`src/design/ipt_pkg.sv`:
```
// Shared constants and types for the integer pseudonym table.
`default_nettype none

package ipt_pkg;

    localparam int ENTRY_COUNT = 64;
    localparam int IDX_W       = (ENTRY_COUNT > 1) ? $clog2(ENTRY_COUNT) : 1;
    localparam int CNT_W       = $clog2(ENTRY_COUNT + 1);

    localparam int VAL_W  = 64;
    localparam int REM_W  = 20;      // holds 0 .. SURR_MOD-1
    localparam int SURR_W = 22;      // signed surrogate, -799999 .. 899999

    // remainder unit: one dividend byte per digit, an estimate step then a subtract step
    localparam int CHUNK_W   = 8;
    localparam int CHUNKS    = VAL_W / CHUNK_W;
    localparam int STEP_W    = $clog2(2 * CHUNKS + 1);
    localparam int QUO_W     = CHUNK_W;
    localparam int PART_W    = REM_W + CHUNK_W;      // remainder with next byte
    localparam int MOD_LOW_W = 5;                    // 900000 = 2^5 * 28125
    localparam int REC_IN_W  = PART_W - MOD_LOW_W;
    localparam int REC_MUL_W = 24;
    localparam int REC_P_W   = REC_IN_W + REC_MUL_W;
    localparam int REC_SHIFT = 38;

    localparam logic [VAL_W-1:0]     XOR_KEY    = 64'h0000_0005_DEEC_E66D;
    localparam logic [REM_W:0]       SURR_MOD   = 21'd900000;
    localparam logic [REM_W-1:0]     SURR_FLOOR = 20'd100000;
    // ceil(2^38 / 28125); exact quotient for any partial dividend below 2^28
    localparam logic [REC_MUL_W-1:0] REC_MUL    = 24'd9773437;

    typedef enum logic [1:0] {
        OUT_FOUND  = 2'd0,
        OUT_INSERT = 2'd1,
        OUT_FULL   = 2'd2
    } t_outcome;

    typedef enum logic [2:0] {
        ST_IDLE = 3'b001,
        ST_SCAN = 3'b010,
        ST_FIN  = 3'b100
    } t_state;

endpackage

`default_nettype wire

```
`src/design/ipt_rem.sv`:
```
// Signed remainder by 900000, a byte at a time by reciprocal multiply, and surrogate fix-up.
`default_nettype none

module ipt_rem (
    input  wire logic                      i_clk,
    input  wire logic                      i_rst_n,
    input  wire logic                      i_start,
    input  wire logic [ipt_pkg::VAL_W-1:0] i_value,
    output logic                           o_idle,
    output logic [ipt_pkg::VAL_W-1:0]      o_surr
);
    import ipt_pkg::*;

    logic [VAL_W-1:0]   r_mag;
    logic [REM_W-1:0]   r_rem;
    logic [QUO_W-1:0]   r_quo;
    logic [STEP_W-1:0]  r_cnt;
    logic               r_neg;
    logic               r_busy;

    logic [VAL_W-1:0]   w_u;
    logic [PART_W-1:0]  w_part;
    logic [REC_P_W-1:0] w_prod;
    logic [PART_W-1:0]  w_back;
    logic [SURR_W-1:0]  w_surr;

    assign w_u    = i_value ^ XOR_KEY;
    // running remainder with the next dividend byte appended
    assign w_part = {r_rem, r_mag[VAL_W-1 -: CHUNK_W]};
    // quotient digit: drop the 2^5 factor, then multiply by 1/28125
    assign w_prod = REC_P_W'(w_part[PART_W-1:MOD_LOW_W]) * REC_P_W'(REC_MUL);
    assign w_back = PART_W'(r_quo) * PART_W'(SURR_MOD);

    always_ff @(posedge i_clk) begin
        if (!i_rst_n) begin
            r_busy <= 1'b0;
            r_cnt  <= '0;
        end else if (i_start) begin
            r_busy <= 1'b1;
            r_cnt  <= STEP_W'(2 * CHUNKS);
        end else if (r_busy) begin
            r_cnt  <= r_cnt - 1'b1;
            r_busy <= (r_cnt != STEP_W'(1));
        end
    end

    // even count: estimate the digit; odd count: subtract and take next byte
    always_ff @(posedge i_clk) begin
        if (i_start) begin
            r_neg <= w_u[VAL_W-1];
            r_mag <= w_u[VAL_W-1] ? (~w_u + 1'b1) : w_u;
            r_rem <= '0;
        end else if (r_busy) begin
            if (!r_cnt[0]) begin
                r_quo <= w_prod[REC_SHIFT +: QUO_W];
            end else begin
                r_rem <= REM_W'(w_part - w_back);
                r_mag <= {r_mag[VAL_W-CHUNK_W-1:0], {CHUNK_W{1'b0}}};
            end
        end
    end

    // negative side: -rem is always below the floor, so floor is added
    always_comb begin
        if (r_neg) begin
            w_surr = {2'b00, SURR_FLOOR} - {2'b00, r_rem};
        end else if (r_rem < SURR_FLOOR) begin
            w_surr = {2'b00, r_rem} + {2'b00, SURR_FLOOR};
        end else begin
            w_surr = {2'b00, r_rem};
        end
    end

    assign o_idle = !r_busy;
    assign o_surr = {{(VAL_W-SURR_W){w_surr[SURR_W-1]}}, w_surr};

endmodule

`default_nettype wire

```
`config.mk`:
```
export PLATFORM = sky130hd
export DESIGN_NAME = ipt_rem
export DESIGN_NICKNAME = d
export VERILOG_FILES = /design/src/design/ipt_pkg.sv /design/src/design/ipt_rem.sv
export SDC_FILE = /design/constraint.sdc
export NUM_CORES = 1
export LEC_CHECK = 0
export BUFFER_PORTS_ARGS = -buffer_cell sky130_fd_sc_hd__buf_2
export CAP_MARGIN = 20
export CORE_UTILIZATION = 50
export DETAILED_ROUTE_END_ITERATION = 10
export PLACE_DENSITY = 0.69
export RECOVER_POWER = 50
export SLEW_MARGIN = 20
export SYNTH_ARGS = -nofsm -noshare
export SYNTH_HDL_FRONTEND = slang
export SYNTH_SLANG_ARGS = --single-unit
```
`constraint.sdc`:
```
create_clock -name i_clk -period 6.15 [get_ports i_clk]
set_input_delay 0.615 -clock i_clk [delete_from_list [all_inputs] [get_ports i_clk]]
set_output_delay 0.615 -clock i_clk [all_outputs]
set_load 0.02 [all_outputs]
```
Yosys cells after proc, flatten, opt, wreduce, memory -nomap -nowiden
Cells that the tools add are included.

Register bits: 99. Output and inout port bits: 65. Word-level logic and storage cells: 38. Input bits: 67.

Bitwise logic cells: 5. Add/sub/neg operators: 5. Eq/ne operators: 1. Reductions and logical operators: 7. Muxes and demuxes: 10. Multiply operators: 2. Magnitude comparators: 1.

Operators with widths (count): 64-bit two-way mux (4); 64-bit by 1-bit adder with 64-bit output (second input constant) (1); 64-bit inverter (1); 23-bit by 24-bit multiplier with 46-bit output (second input constant) (1); 23-bit inverter (1); 22-bit two-way mux (1); 20-bit by 17-bit adder with 21-bit output (second input constant) (1); 21-bit two-way mux (1); 17-bit by 20-bit subtractor with 21-bit output (first input constant) (1); 20-bit by 17-bit less-than comparator with 1-bit output (second input constant) (1); 20-bit subtractor (1); 8-bit by 15-bit multiplier with 15-bit output (second input constant) (1); 5-bit two-way mux (2); 5-bit by 1-bit != test with 1-bit output (second input constant) (1); 5-bit by 1-bit subtractor with 5-bit output (second input constant) (1); 2-bit AND reduction (2); 2-bit nonzero test (2); 1-bit inverter (3); 3-bit AND reduction (1); 1-bit two-way mux (2); 2-bit OR reduction (1); 1-bit logical NOT (1).

Longest topological paths before layout
Depth after elaboration: 5. Gate-level depth with buffers: 24. Depth with buffers taken out: 23.

Worst setup path before layout
OpenSTA, ideal clock, no wires.

Path kind: reg-to-reg. Start point: register r_rem[18]. End point: register r_quo[7], data pin. Data required time: 5884 ps. Cell stages (with the launch flop): 21. Clock period less this slack: 6371 ps. Library setup time: 266 ps. Path buffers: 0. Data arrival time: 6105 ps. Setup slack: -221 ps. Cells stage by stage: dfxtp_1 -> fa_1 -> inv_1 -> fa_1 -> inv_1 -> fa_1 -> fa_1 -> fa_1 -> fa_1 -> inv_1 -> fa_1 -> inv_1 -> ha_1 -> nand2_1 -> nor2_1 -> a2111oi_0 -> nand4_1 -> o22ai_1 -> o21ai_0 -> o41ai_1 -> xnor2_1.

Word-level cells in the longest chain between the ends: 1.

RTL lines: start, declared (line ipt_rem.sv:15) `logic [REM_W-1:0] r_rem;`; start signal, assigned (line ipt_rem.sv:57) `r_rem <= REM_W'(w_part - w_back);`; 23-bit by 24-bit multiplier with 46-bit output (line ipt_rem.sv:31) `assign w_prod = REC_P_W'(w_part[PART_W-1:MOD_LOW_W]) * REC_P_W'(REC_MUL);`; net w_prod[45] (line ipt_rem.sv:23) `logic [REC_P_W-1:0] w_prod;`; end signal, assigned (line ipt_rem.sv:55) `r_quo <= w_prod[REC_SHIFT +: QUO_W];`; end, declared (line ipt_rem.sv:16) `logic [QUO_W-1:0] r_quo;`.

The timed path passes the listed nets, and every way through them passes these cells. A chain may end at the register's enable or synchronous reset.

Worst setup path after layout
Start point: register r_rem[18]. End point: register r_quo[6], data pin.

Same word-level chain as after synthesis.

==> impl_table.tex <==
\begin{tabular}{lr}
\hline
Metric & Value \\
\hline
\multicolumn{2}{l}{\textbf{Run status}} \\
\quad Outcome & finished with violations \\
\quad Failing checks & max-capacitance violations, max-slew violations \\
\multicolumn{2}{l}{\textbf{Floorplanning}} \\
\quad Io pins & 132 \\
\quad Die W & 186 µm \\
\quad Vertical extent of the die & 186 µm \\
\quad Std-Cell Core Area & 32,900 µm² \\
\quad Die Outline Area & 34,400 µm² \\
\quad Number of placement rows & 66 \\
\quad Initial core utilization & 51.2\% \\
\multicolumn{2}{l}{\textbf{Synth}} \\
\quad Leading register cell type out of synthesis & edfxtp\_1 \\
\quad Top cells by area, synth & fa\_1 (23\%), ha\_1 (23\%), edfxtp\_1 (13\%) \\
\quad Combined area of all synthesized cells & 16,800 µm² \\
\quad Number of synthesized flops with an enable pin & 73 \\
\quad Syn nets & 2,333 \\
\quad Portion of synthesized cell area occupied by the leading cell type & 23.3\% \\
\quad Synth unique cells & 68 \\
\quad Post-synthesis instance total & 1,758 \\
\quad Seq cells post-synth & 99 \\
\quad Syn\_area\_per\_cell & 9.58 µm² \\
\quad Async set-or-reset flop fraction in the synthesized netlist & 0\% \\
\quad Number of warnings printed during yosys synthesis & 0 \\
\quad Cell taking the most area after synthesis & fa\_1 \\
\quad Seq/Total Area, Yosys & 16.1\% \\
\multicolumn{2}{l}{\textbf{GRT}} \\
\quad Antenna violations before repair & 0 \\
\quad GRT Total Usage & 26.3\% \\
\quad Pin count of the biggest net entering global routing & 69 \\
\quad Aggregate global routing overflow & 0 \\
\quad Global-route wire length before repair & 68,700 µm \\
\quad Via count of the first global-routing pass & 13.1k \\
\multicolumn{2}{l}{\textbf{Drt}} \\
\quad Routed via count & 12.6k \\
\quad Iteration-0 DRC count of the detailed router & 742 \\
\quad Count of nets left with antenna violations after detail routing & 0 \\
\quad Avg WL per Cell & 17.9 µm \\
\quad Number of iterations in the first detailed-routing pass & 5 \\
\quad DRT Wirelength & 42,000 µm \\
\quad Drc violations & 0 \\
\quad Number of vias per cell & 5.36 \\
\multicolumn{2}{l}{\textbf{Worst setup path}} \\
\quad Arr. time, crit path & 6.25 ns \\
\quad Critical path class & reg2reg \\
\quad Critical Path Sink Type & flop \\
\quad Startpoint types & flop \\
\quad Highest net fanout along the worst path & 3 \\
\quad Required arrival time at the worst endpoint & 6.26 ns \\
\multicolumn{2}{l}{\textbf{Clock network}} \\
\quad Total number of clock tree sinks & 99 \\
\quad Total CTS buffers & 9 \\
\quad Clk\_lat worst skew & 0.36 ns \\
\quad TritonCTS clock tree & yes \\
\quad Cts-stage hold buffer count & 0 \\
\quad Maximum count of clock buffers along a single path & 2 \\
\quad H-tree levels & 3 \\
\quad Clock transition at path regs & 0.07 ns \\
\quad Root buffer cell & clkbuf\_16 \\
\multicolumn{2}{l}{\textbf{Timing}} \\
\quad Worst relative slew slack & -97.2\% \\
\quad Final period demand of the worst path & 6.14 ns \\
\quad Pins Over Slew Limit & 223 \\
\quad RSZ-0062 raised after global routing & yes \\
\quad Worst-Margin Slew & 2.96 ns \\
\quad Worst clock skew on the final layout & 0.0116 ns \\
\quad Setup slack of the critical path after layout & 0.00922 ns \\
\quad Final Setup Violations & 0 \\
\quad Final clock period utilization by the worst path & 99.9\% \\
\quad FMAX & 163 MHz \\
\quad Final Hold Violating Endpoints & 0 \\
\quad WHS & 0.496 ns \\
\multicolumn{2}{l}{\textbf{Power}} \\
\quad Maximum VDD drop & 0.000158 V \\
\quad Power density over the cells & 209 nW/µm² \\
\quad Static leakage power & 9.89 nW \\
\quad Sum of internal, switching and leakage power & 3.90 mW \\
\multicolumn{2}{l}{\textbf{Placement}} \\
\quad Cell area after placement & 18,200 µm² \\
\quad Routability-driven placement congestion ratio & 0.959 \\
\quad HPWL after detailed placement & 35,600 µm \\
\quad Number of placed cells counting well taps & 2,324 \\
\quad Number of port buffers & 131 \\
\quad Setup slack after placement & -0.325 ns \\
\multicolumn{2}{l}{\textbf{Layout}} \\
\quad Finished layout cell area & 18,600 µm² \\
\quad Post-route insts no fill & 2,342 \\
\quad NumNets Final & 2,470 \\
\quad Fill cell instance count of the final layout & 2,890 \\
\quad Area Overhead vs Synth & 10.8\% \\
\quad Layout cell share with drive strength beyond 1 & 15.1\% \\
\quad Antenna fix cells & 0 \\
\multicolumn{2}{l}{\textbf{Min path}} \\
\quad Kind of path behind the tightest hold check & in2reg \\
\multicolumn{2}{l}{\textbf{Run}} \\
\quad Number of max-cap violations & 4 \\
\hline
\end{tabular}
## cells by family (layout without fill, tap and decap cells)
group / Yosys count / count (layout) / synth area share (%)
buf+inv: 454 / 596 / 11.1
compound gates: 262 / 262 / 9.88
fa+ha+maj: 508 / 508 / 46.5
simple gates: 292 / 292 / 8.69
xor+xnor: 121 / 121 / 6.29
mux: 22 / 22 / 1.46
flops: 99 / 99 / 16.1
## per-stage QoR
step	TNS [ns]	utilization, %
floorplan	0	-
global placement	-0.689	55.3
detailed placement	-1.45	55.3
CTS	0	56.5
global route	-0.867	56.7
finish	0	56.7
## routing by layer
| layer | up-vias | GRT usage (%) | wire length [µm] |
|---|---|---|---|
| met5 | - | 0 | 0 |
| met3 | 95 | 3.74 | 2390 |
| li1 | 6013 | - | - |
| met2 | 395 | 43.6 | 19500 |
| met4 | 0 | 11.0 | 1780 |
| met1 | 6053 | 34.3 | 18300 |
## cells in the final DEF, fill, tap and decap left out, types with 14 or more instances in the layout
master	n
edfxtp_1	73
a21oi_1	96
nand3_1	19
dfxtp_1	20
o21ai_0	41
o31ai_1	16
a21o_1	24
mux2_2	20
xor2_1	60
nand2_1	80
nor2_1	87
ha_1	308
buf_4	67
buf_2	124
nor3_1	14
inv_1	371
fa_1	188
xnor2_1	60
## cells in the mapped netlist (all sizes together) (9+ instances only)
cell      n
ha      312
a21o     24
buf      44
clkbuf   34
dfxtp    26
nor2     88
nor3     15
inv     376
nand2    80
nand4     9
edfxtp   73
mux2     20
xor2     61
o31ai    17
and3      9
xnor2    60
o21ai    44
a211oi   12
o41ai     9
a31oi    10
fa      196
or3      10
nand3    19
a21oi    98
o21a     10
## worst paths after layout
path | startpoint | to | slack, ns | cells after the start
worst max-delay path | r_rem[18] | r_quo[6] | 0.009 | 20
worst min-delay path | i_rst_n | r_cnt[4] | 0.50 | 2
worst max register to register | r_rem[18] | r_quo[6] | 0.009 | 20
worst min register to register | r_cnt[1] | r_cnt[1] | 0.50 | 2
## worst max-delay path, stage by stage, from the launching register on
cell and delay [ns]:
dfxtp_4 0.36, fa_2 0.62, inv_2 0.05, fa_2 0.56
inv_1 0.05, fa_2 0.54, fa_2 0.44, fa_2 0.37
fa_1 0.55, inv_1 0.05, fa_1 0.50, inv_1 0.07
ha_4 0.27, and3_4 0.18, nand2_1 0.06, a211o_1 0.33
a221oi_4 0.27, o22ai_4 0.14, o211ai_1 0.23, a21oi_1 0.11
xnor2_1 0.13
## registers in the layout (all words and copies together) (netlist names)
| signal | count |
|---|---|
| r_neg | 1 |
| r_rem | 20 |
| r_mag | 64 |
| r_busy | 1 |
| r_cnt | 5 |
| r_quo | 8 |
## layout make-up
type	count	area, µm²	share of cell area, %
inverters	376	1410	7.57
repair buffers	204	1210	6.48
flip-flops and latches	99	2730	14.6
clock buffers	9	225	1.21
well taps	442	553	2.97
multi-input cells	1205	12400	66.6
clock inverters	7	100	0.537
## report_power, final
| group | internal, mW | switching (mW) | total, mW | leakage, nW |
|---|---|---|---|---|
| logic | 1.04 | 1.40 | 2.45 | 8.81 |
| clock network | 0.361 | 0.273 | 0.634 | 0.161 |
| registers | 0.781 | 0.0327 | 0.813 | 0.926 |
| total | 2.19 | 1.71 | 3.90 | 9.89 |
## timing repair
action	in CTS	in global routing
setup endpoints to repair	8	8
pin swaps	22	25
resized for setup	18	20
buffers inserted	0	2
hold endpoints to repair	0	0
Power figures use the tool's default switching activity.
